File: src/rtl/rtb_pkg.sv
`timescale 1ns / 1ps
// ----------------------------------------------------------------------------
// rtb_pkg : shared types and constants of the reload timer bank
// Command codes, fixed field widths and the control struct that the top level
// hands to each timer lane.
// ----------------------------------------------------------------------------
package rtb_pkg;

    // Fixed field widths of the request and result
    localparam int CMD_W       = 2;
    localparam int INDEX_W     = 3;
    localparam int IN_COUNT_W  = 32;
    localparam int OUT_COUNT_W = 32;
    localparam int MASK_W      = 8;

    // Command codes; the fourth code is unused and changes nothing
    localparam logic [CMD_W-1:0] CMD_TICK  = 2'd0;
    localparam logic [CMD_W-1:0] CMD_START = 2'd1;
    localparam logic [CMD_W-1:0] CMD_READ  = 2'd2;

    // Per-lane control, valid for one cycle
    typedef struct packed {
        logic tick;   // decrement if running
        logic start;  // load count, reload and notify from the request
    } t_lane_ctl;

endpackage

File: src/rtl/rtb_timer.sv
`timescale 1ns / 1ps
// ----------------------------------------------------------------------------
// rtb_timer : one down-counting timer lane with auto-reload
// Holds count, reload value and notify bit. On a tick a running count steps
// down; a tick on a count of one loads the reload value and, if notify is set, flags expiry.
// ----------------------------------------------------------------------------
module rtb_timer
    import rtb_pkg::*;
#(
    parameter int COUNT_WIDTH = 32
) (
    input  logic                   i_clk,
    input  logic                   i_rst_n,
    input  t_lane_ctl              i_ctl,
    input  logic [COUNT_WIDTH-1:0] i_start_count,
    input  logic [COUNT_WIDTH-1:0] i_reload_count,
    input  logic                   i_notify_enable,
    output logic [COUNT_WIDTH-1:0] o_count,
    output logic                   o_notify
);

    logic [COUNT_WIDTH-1:0] r_count, n_count;
    logic [COUNT_WIDTH-1:0] r_reload, n_reload;
    logic                   r_notify, n_notify;
    logic                   expire;

    // Expiry: a tick on a count of exactly one
    assign expire = i_ctl.tick && (r_count == COUNT_WIDTH'(1));

    // Next state
    always_comb begin
        n_count  = r_count;
        n_reload = r_reload;
        n_notify = r_notify;
        if (i_ctl.start) begin
            n_count  = i_start_count;
            n_reload = i_reload_count;
            n_notify = i_notify_enable;
        end else if (expire) begin
            n_count  = r_reload;
        end else if (i_ctl.tick && (r_count != '0)) begin
            n_count  = r_count - COUNT_WIDTH'(1);
        end
    end

    // State registers
    always_ff @(posedge i_clk) begin
        if (!i_rst_n) begin
            r_count  <= '0;
            r_reload <= '0;
            r_notify <= 1'b0;
        end else begin
            r_count  <= n_count;
            r_reload <= n_reload;
            r_notify <= n_notify;
        end
    end

    assign o_count  = r_count;
    assign o_notify = expire && r_notify;

endmodule

File: src/rtl/reload_timer_bank.sv
`timescale 1ns / 1ps
// ----------------------------------------------------------------------------
// reload_timer_bank : bank of auto-reload down-counting timers
// Tick, start and read requests over a valid/stall channel; one result per
// request carrying a read count and an expiry mask.
// ----------------------------------------------------------------------------
//  Channel   Direction  Handshake                 Payload
//  request   in         i_in_valid / o_in_stall   cmd, timer_index, start_count,
//                                                 reload_count, notify_enable
//  result    out        o_out_valid / i_out_stall read_count, expired_mask
//
//  One request per cycle sustained while the result is not stalled; a request
//  passes the input register, then the lane update and result register in one pass.
//  Reset clears every timer's count, reload value and notify bit.
//  A stall on the result holds the result register and the request waiting
//  in the input register; further requests stall until it moves on.
// ----------------------------------------------------------------------------
module reload_timer_bank
    import rtb_pkg::*;
#(
    parameter int NUM_TIMERS  = 8,
    parameter int COUNT_WIDTH = 32
) (
    input  logic                   i_clk,
    input  logic                   i_rst_n,
    input  logic                   i_in_valid,
    output logic                   o_in_stall,
    input  logic [CMD_W-1:0]       i_cmd,
    input  logic [INDEX_W-1:0]     i_timer_index,
    input  logic [IN_COUNT_W-1:0]  i_start_count,
    input  logic [IN_COUNT_W-1:0]  i_reload_count,
    input  logic                   i_notify_enable,
    output logic                   o_out_valid,
    input  logic                   i_out_stall,
    output logic [OUT_COUNT_W-1:0] o_read_count,
    output logic [MASK_W-1:0]      o_expired_mask
);

    localparam int ADDR_LANES = (NUM_TIMERS < (1 << INDEX_W)) ? NUM_TIMERS : (1 << INDEX_W);
    localparam int MASK_LANES = (NUM_TIMERS < MASK_W) ? NUM_TIMERS : MASK_W;

    // Input register
    logic                  r_in_valid;
    logic [CMD_W-1:0]      r_cmd;
    logic [INDEX_W-1:0]    r_index;
    logic [IN_COUNT_W-1:0] r_start_count;
    logic [IN_COUNT_W-1:0] r_reload_count;
    logic                  r_notify_enable;

    // Result register
    logic                   r_out_valid;
    logic [OUT_COUNT_W-1:0] r_read_count, n_read_count;
    logic [MASK_W-1:0]      r_expired_mask, n_expired_mask;

    logic advance;
    logic fire;

    logic [COUNT_WIDTH-1:0] start_cw;
    logic [COUNT_WIDTH-1:0] reload_cw;
    logic [COUNT_WIDTH-1:0] lane_count  [NUM_TIMERS];
    logic [NUM_TIMERS-1:0]  lane_notify;
    logic [OUT_COUNT_W-1:0] lane_rd     [NUM_TIMERS];

    // Flow control: the result register can take a new result
    assign advance    = !r_out_valid || !i_out_stall;
    assign fire       = r_in_valid && advance;
    assign o_in_stall = r_in_valid && !advance;

    always_ff @(posedge i_clk) begin
        if (!i_rst_n) begin
            r_in_valid <= 1'b0;
        end else if (!o_in_stall) begin
            r_in_valid <= i_in_valid;
        end
    end

    always_ff @(posedge i_clk) begin
        if (!o_in_stall && i_in_valid) begin
            r_cmd           <= i_cmd;
            r_index         <= i_timer_index;
            r_start_count   <= i_start_count;
            r_reload_count  <= i_reload_count;
            r_notify_enable <= i_notify_enable;
        end
    end

    assign start_cw  = COUNT_WIDTH'(r_start_count);
    assign reload_cw = COUNT_WIDTH'(r_reload_count);

    // Timer lanes
    for (genvar g = 0; g < NUM_TIMERS; g++) begin : g_lane
        t_lane_ctl ctl;
        logic      sel;

        // Only the first lanes are reachable through the index field
        if (g < ADDR_LANES) begin : g_addr
            assign sel = (r_index == INDEX_W'(g));
        end else begin : g_noaddr
            assign sel = 1'b0;
        end

        assign ctl.tick  = fire && (r_cmd == CMD_TICK);
        assign ctl.start = fire && (r_cmd == CMD_START) && sel;

        rtb_timer #(
            .COUNT_WIDTH (COUNT_WIDTH)
        ) u_timer (
            .i_clk           (i_clk),
            .i_rst_n         (i_rst_n),
            .i_ctl           (ctl),
            .i_start_count   (start_cw),
            .i_reload_count  (reload_cw),
            .i_notify_enable (r_notify_enable),
            .o_count         (lane_count[g]),
            .o_notify        (lane_notify[g])
        );

        // AND-OR read select, low bits of the count
        assign lane_rd[g] = sel ? OUT_COUNT_W'(lane_count[g]) : '0;
    end

    // Result values
    always_comb begin
        n_read_count   = '0;
        n_expired_mask = '0;
        case (r_cmd)
            CMD_TICK: begin
                for (int i = 0; i < MASK_LANES; i++) begin
                    n_expired_mask[i] = lane_notify[i];
                end
            end
            CMD_READ: begin
                for (int i = 0; i < NUM_TIMERS; i++) begin
                    n_read_count = n_read_count | lane_rd[i];
                end
            end
            default: begin
                n_read_count   = '0;
                n_expired_mask = '0;
            end
        endcase
    end

    always_ff @(posedge i_clk) begin
        if (!i_rst_n) begin
            r_out_valid <= 1'b0;
        end else if (advance) begin
            r_out_valid <= r_in_valid;
        end
    end

    always_ff @(posedge i_clk) begin
        if (fire) begin
            r_read_count   <= n_read_count;
            r_expired_mask <= n_expired_mask;
        end
    end

    assign o_out_valid    = r_out_valid;
    assign o_read_count   = r_read_count;
    assign o_expired_mask = r_expired_mask;

endmodule
File: config.mk
export PLATFORM = sky130hd
export DESIGN_NAME = reload_timer_bank
export DESIGN_NICKNAME = d
export VERILOG_FILES = /design/src/rtl/rtb_pkg.sv /design/src/rtl/rtb_timer.sv /design/src/rtl/reload_timer_bank.sv
export SDC_FILE = /design/constraint.sdc
export NUM_CORES = 2
export LEC_CHECK = 0
export BUFFER_PORTS_ARGS = -buffer_cell sky130_fd_sc_hd__buf_2
export CAP_MARGIN = 20
export CORE_MARGIN = 5
export CORE_UTILIZATION = 30
export DETAILED_ROUTE_END_ITERATION = 10
export SETUP_SLACK_MARGIN = 0.3
export SKIP_LAST_GASP = 1
export SYNTH_ARGS = -nofsm -noshare
export SYNTH_HDL_FRONTEND = slang
export SYNTH_SLANG_ARGS = --single-unit
export TNS_END_PERCENT = 1
File: constraint.sdc
create_clock -name i_clk -period 6.8 [get_ports i_clk]
set_input_delay 1.7 -clock i_clk [delete_from_list [all_inputs] [get_ports i_clk]]
set_output_delay 1.7 -clock i_clk [all_outputs]
set_load 0.01 [all_outputs]
## Word level (Yosys, flattened, before mapping)

Index checks and enable logic that the tools add are counted.

| operators by class | value |
|---|---|
| add/sub/neg operators | 8 |
| equality and inequality tests | 17 |
| mux-type cells | 32 |
| bitwise gates (word level) | 7 |
| reductions and logical operators | 60 |

Operators by type and width:

| operator | number |
|---|---|
| $mux W32 | 32 |
| $eq A32 B1 Y1 const B | 8 |
| $reduce_bool A32 Y1 | 8 |
| $sub A32 B1 Y32 const B | 8 |
| $or A32 B32 Y32 | 7 |
| $logic_and A1 B1 Y1 | 37 |
| $reduce_bool A3 Y1 | 8 |
| $eq A3 B3 Y1 const B | 4 |
| $eq A3 B2 Y1 const B | 2 |
| $logic_not A1 Y1 | 4 |
| $eq A3 B1 Y1 const B | 1 |
| $logic_not A3 Y1 | 1 |
| $eq A2 B1 Y1 const B | 1 |
| $eq A2 B2 Y1 const B | 1 |
| $logic_not A2 Y1 | 1 |
| $logic_or A1 B1 Y1 | 1 |

| storage, ports and cells | value |
|---|---|
| register bits after elaboration | 632 |
| bits of input ports | 74 |
| output and inout port bits | 42 |

## Depth between registers and ports, before layout

| depth | value |
|---|---|
| word-level depth | 9 |
| gate-level depth with buffers | 11 |
| depth with buffers taken out | 9 |

## By module

From an unflattened synthesis, not the netlist that was laid out.

| second synthesis, totals | value |
|---|---|
| cell total of the unflattened synthesis | 3,863 |
| area total of the unflattened synthesis | 34,162.8 um^2 |

Modules (own cells, without submodules):

| module | instances | cells an instance | area an instance (um^2) | seq. area each (um^2) |
|---|---|---|---|---|
| rtb_timer (g_lane[2].u_timer ...) | 6 | 429 | 3,562.2 | 1,301.2 |
| rtb_timer (g_lane[0].u_timer ...) | 2 | 414 | 3,557.2 | 1,301.2 |
| reload_timer_bank | 1 | 461 | 5,675.4 | 3,343.2 |

## Worst setup path before layout

Ideal clock, no wire load.

| timing path | value |
|---|---|
| kind | input to register |
| start point | input port i_out_stall |
| end point | register r_cmd[0], enable pin |
| setup time | 0.506 ns |
| arrival | 5.049 ns |
| required time | 6.294 ns |
| slack | 1.244 ns |
| cell stages on the path | 2 |
| buffers on the path | 0 |
| path through | and3_1 nor2b_1 |

| between the ends | value |
|---|---|
| word-level cells in the longest chain between the ends | 6 |

Ends and longest elaborated chain:

| element | RTL line | source |
|---|---|---|
| start: declaration | reload_timer_bank.sv:34 | `input logic i_out_stall,` |
| $logic_not A1 Y1 | reload_timer_bank.sv:65 | `assign advance = !r_out_valid \|\| !i_out_stall;` |
| $logic_or A1 B1 Y1 | reload_timer_bank.sv:65 |  |
| $logic_not A1 Y1 | reload_timer_bank.sv:67 | `assign o_in_stall = r_in_valid && !advance;` |
| $logic_and A1 B1 Y1 | reload_timer_bank.sv:67 |  |
| $logic_not A1 Y1 | reload_timer_bank.sv:78 | `if (!o_in_stall && i_in_valid) begin` |
| $logic_and A1 B1 Y1 | reload_timer_bank.sv:78 |  |
| end signal: assignment | reload_timer_bank.sv:79 | `r_cmd <= i_cmd;` |
| end: declaration | reload_timer_bank.sv:44 | `logic [CMD_W-1:0] r_cmd;` |

No other way between the ends.
A chain may end at the register's enable or synchronous reset.

## Final worst setup path

| timing path | value |
|---|---|
| start point | register g_lane[4].u_timer.r_count[7] |
| end point | register g_lane[4].u_timer.r_count[15] |

| between the ends | value |
|---|---|
| word-level cells in the longest chain between the ends | 4 |
| elaborated cells between the ends (all ways) | 9 |

Ends and longest elaborated chain:

| element | RTL line | source |
|---|---|---|
| start: declaration | rtb_timer.sv:22 | `logic [COUNT_WIDTH-1:0] r_count, n_count;` |
| start signal: assignment | rtb_timer.sv:53 | `r_count <= n_count;` |
| $sub A32 B1 Y32 / $eq A32 B1 Y1 (equally long branches) | rtb_timer.sv:42, rtb_timer.sv:28 |  |
| $mux W32 / $logic_and A1 B1 Y1 (equally long branches) | rtb_timer.sv:41, rtb_timer.sv:28 |  |
| $mux W32 | rtb_timer.sv:39 | `end else if (expire) begin` |
| $mux W32 | rtb_timer.sv:35 | `if (i_ctl.start) begin` |

Parallel ways exist; a longest one is shown, timed or not. The select of a mux whose other input is x is not followed.

==> results.md <==
- Counting flops and latches in the post-synthesis netlist gives approximately 630.
- Gates resized during post-CTS repair numbered 0.
- The average instance area after synthesis is 8.056 sq um.
- The die covers 112,400 sq um.
- The most area-hungry cell type in the Yosys netlist is sky130_fd_sc_hd__dfxtp_1.
- The synthesis-to-layout area growth is 11.92%.
- The die is 335.3 microns wide.
- The final route contains about 31,000 vias.
- By area the synthesized netlist is led by sky130_fd_sc_hd__dfxtp_1 (33%), sky130_fd_sc_hd__edfxtp_1 (10%), sky130_fd_sc_hd__nand2_1 (9.0%).
- The peak ir drop on the vdd network is 174.9 uV.
- The final design instance area without fill is roughly 36,000 sq um.
- The clock latency on the worst-skew pair is 0.64 ns.
- The critical path data arrival time is 4.89 ns.
- The multiplexer share of the synthesized area is 0.001656.
- The number of buffers inserted by post-CTS setup repair is 0.
- Hold repair after CTS inserted 0 buffers.
- In this run, the number of DRC markers left after iteration 0 of detailed routing was slightly above 5,000.
- The number of global-route vias before repair came to ~28,000.
- Dividing the detail-routed via count by the number of cells gives 5.949.
- The count of unique library cells instantiated by Yosys is 77.
- The number of DRC violations after detailed routing is 0.
- In the global route stage, overall resource usage came out at 0.2293.
- Setup repair after global routing left no endpoint under its margin.
- By count the netlist is led by sky130_fd_sc_hd__nand2_1 (758), sky130_fd_sc_hd__a21oi_1 (533), sky130_fd_sc_hd__dfxtp_1 (522).
- The share of the synthesized netlist area taken by xor and xnor gates is 0.05712.
- Of the available clock period, the critical path in the final layout requires 0.6386.
- The required time at the endpoint of the critical path is 7.35 ns.
- The netlist area before placement is 31,740 sq um.
- The actual slew at the worst max-slew pin is 1.175 ns.
- The buffer type at the clock tree root is sky130_fd_sc_hd__clkbuf_16.
- The commonest register cell after synthesis is sky130_fd_sc_hd__dfxtp_1.
- Counting every sink on the clock net gives roughly 630.
- By area, the combinational part of the netlist is dominated by compound AO/OA/AOI/OAI gates.
- The final weighted congestion of routability-driven global placement is 1.014.
- The largest net degree at the start of global routing is about 130.
- The number of buffers created by CTS is 72.
- The worst setup path is of the reg -> reg kind.
- The area share of fa/ha/maj cells after synthesis is 0.006307.
- Timing analysis after detailed placement gives a worst setup slack of 1.876 ns.
- During synthesis, Yosys emitted a total of 0 warnings.
- The power per standard cell area is 315.8 nW/um^2.
- The I/O pin count is 116.
- The length of the first detailed-routing pass in iterations is 6.
- The max-cap check violation count is 0.
- The number of standard cells in the layout, taps in and fillers out is 5,272.
- The shortest clock period the worst path allows after layout is ~4.3 ns.
- Synthesis produced a netlist with a net count of 4,030.
- Based on the critical path, the design can be clocked at up to 230.3 MHz.
- The final number of hold-violating endpoints is 0.
- The clock-pin transition on the worst setup and hold timing paths is 0.06 ns.
- The H-tree was split into 3 levels.
- STA classifies the critical path startpoint as a flip-flop.
- The final routed wire length divided by cell count is between 20 and 30 microns.
- The share of async-settable or async-resettable flops after synthesis is 0.
- The share of the synthesized area in compound gates (AO/OA/AOI/OAI) was 0.2374.
- The flow ran to the end, and the final reports show no timing, DRC or antenna violations.
- In this run the tool buffered the top-level ports with about 120 buffer cells.
- The placeable core region is 105,100 sq um.
- The first global-routing pass estimated 194,300 microns of wire.
- The remaining global-route overflow is 0.
- Counting flops with a built-in enable in the synthesized netlist gives 110.
- The starting density of the core is 0.3020.
- Of the post-synthesis cell area, the dominant cell type holds 0.3292.
- Summed over all cells, the static leakage comes to 12.30 nW.
- The number of antenna violations at the first check in global routing is 11.
- The number of placed cells counting well taps is 5,139.
- The maximum net fanout on the critical path is 24.
- The count of filler cells inserted in the layout is between 10,000 and 15,000.
- Counting along the longest clock path gives a buffer depth of 3.
- The final setup slack of the worst path is 2.458 ns.
- The share of post-route cells with drive strength above 1 is 0.09539.
- The final layout contains 3,913 nets.
- The cell count after synthesis is about 4,000.
- The clock skew after layout is 0.03376 ns.
- The worst slack on hold paths is 0.4499 ns.
- Adding up every negative setup slack in the final design gives 0 ns.
- Setup violations remaining at the end of the flow were counted as 0.
- The HPWL after detailed placement is 94,310 microns.
- Of the total synthesized cell area, the portion taken by AND, OR, NAND and NOR gates is 0.2103.
- The register area share after synthesis is 0.4333.
- The relative slew slack is 0.2166.
- The leading cell type by number of instances after synthesis is sky130_fd_sc_hd__nand2_1.
- The floorplan has 119 rows.
- The type of the tightest min-delay check is reg -> reg.
- The detail route stage leaves a number of antenna-violating nets equal to 0.
- The final number of max-transition violations is 0.
- The CTS tree is yes.
- STA classifies the critical path endpoint as a flip-flop.
- The cell area reported after detailed placement is 33,060 sq um.
- From bottom edge to top edge, the die measures 335.3 microns.
- The routed wire length is 136,300 microns.
==> cell type report <==
type / instances / area, sq um / share of cell area
Multi-Input combinational cell: 2911 / 16380 / 0.4612
Clock inverter: 27 / 360.3 / 0.01014
Sequential cell: 632 / 13750 / 0.3871
Clock buffer: 103 / 2083 / 0.05864
Antenna cell: 2 / 5.005 / 0.0001409
Tap cell: 1391 / 1740 / 0.04899
Timing Repair Buffer: 181 / 1099 / 0.03092
Inverter: 25 / 101.3 / 0.002853
==> metal layers <==
layer / vias to the layer above / share of wire / global-route usage
met4: 14 / 0.044 / 0.09090
met3: 361 / 0.12 / 0.04986
li1: 13940 / - / -
met1: 15080 / 0.41 / 0.3269
met5: - / 0.00070 / 0
met2: 1966 / 0.42 / 0.3372
==> flip-flops by register name (all words and copies together) (netlist names) <==
register,cells
r_notify_enable,1
g_lane.u_timer.o_count,256
g_lane.u_timer.r_notify,8
r_in_valid,1
g_lane.u_timer.r_reload,256
r_index,3
o_out_valid,1
r_cmd,2
r_start_count,32
o_read_count,32
o_expired_mask,8
r_reload_count,32
==> worst paths after layout <==
path                                                    start                                     endpoint  slack (ns)  depth (start not counted)
setup / recovery    g_lane[4].u_timer.o_count[7]$_SDFFE_PN0P_   g_lane[4].u_timer.o_count[15]$_SDFFE_PN0P_        2.46                          7
hold / removal    g_lane[3].u_timer.r_reload[26]$_SDFFE_PN0P_  g_lane[3].u_timer.r_reload[26]$_SDFFE_PN0P_        0.45                          2
setup reg to reg    g_lane[4].u_timer.o_count[7]$_SDFFE_PN0P_   g_lane[4].u_timer.o_count[15]$_SDFFE_PN0P_        2.46                          7
hold reg to reg   g_lane[3].u_timer.r_reload[26]$_SDFFE_PN0P_  g_lane[3].u_timer.r_reload[26]$_SDFFE_PN0P_        0.45                          2
==> layout by cell type, fill, tap and decap left out, types with 76 or more instances in the layout <==
cell	Yosys	routed
sky130_fd_sc_hd__dfxtp_1	522	522
sky130_fd_sc_hd__nor2_1	187	185
sky130_fd_sc_hd__o21ai_0	219	219
sky130_fd_sc_hd__xnor2_1	138	138
sky130_fd_sc_hd__a22oi_1	93	93
sky130_fd_sc_hd__a21oi_1	533	533
sky130_fd_sc_hd__clkbuf_16	0	76
sky130_fd_sc_hd__nor3_1	106	103
sky130_fd_sc_hd__nor4_1	115	115
sky130_fd_sc_hd__buf_2	19	114
sky130_fd_sc_hd__nand2_1	758	750
sky130_fd_sc_hd__edfxtp_1	110	110
==> where the power goes <==
group,switching [mW],total [mW],internal [mW]
combinational,1.66,2.73,1.07
sequential,0.403,4.37,3.97
clock,1.68,4.12,2.44
total,3.74,11.2,7.48
==> through the flow <==
step / total power [mW] / util
2_1_floorplan: 6.263 / -
5_1_grt: 11.62 / 0.3379
3_5_place_dp: 7.075 / 0.3145
3_3_place_gp: 7.059 / 0.3145
6_report: 11.22 / 0.3380
4_1_cts: 11.16 / 0.3377
==> kinds of logic after synthesis <==
group,after synthesis
AND/OR/NAND/NOR,1444
AO/OA/AOI/OAI,1239
flip-flops,632
buffers and inverters,397
XOR/XNOR,207
adder cells (fa/ha/maj),16
multiplexers,5
==> worst max-delay path, cell delays in order, from the launching register on <==
cell,delay (ns)
sky130_fd_sc_hd__dfxtp_1,0.40
sky130_fd_sc_hd__nor4_1,0.66
sky130_fd_sc_hd__nand4b_1,0.84
sky130_fd_sc_hd__nor4_4,1.01
sky130_fd_sc_hd__nor2_1,0.28
sky130_fd_sc_hd__nand2_1,0.71
sky130_fd_sc_hd__o2111ai_1,0.21
sky130_fd_sc_hd__a21oi_1,0.16
No activity file was read; power rests on OpenSTA's default activity.
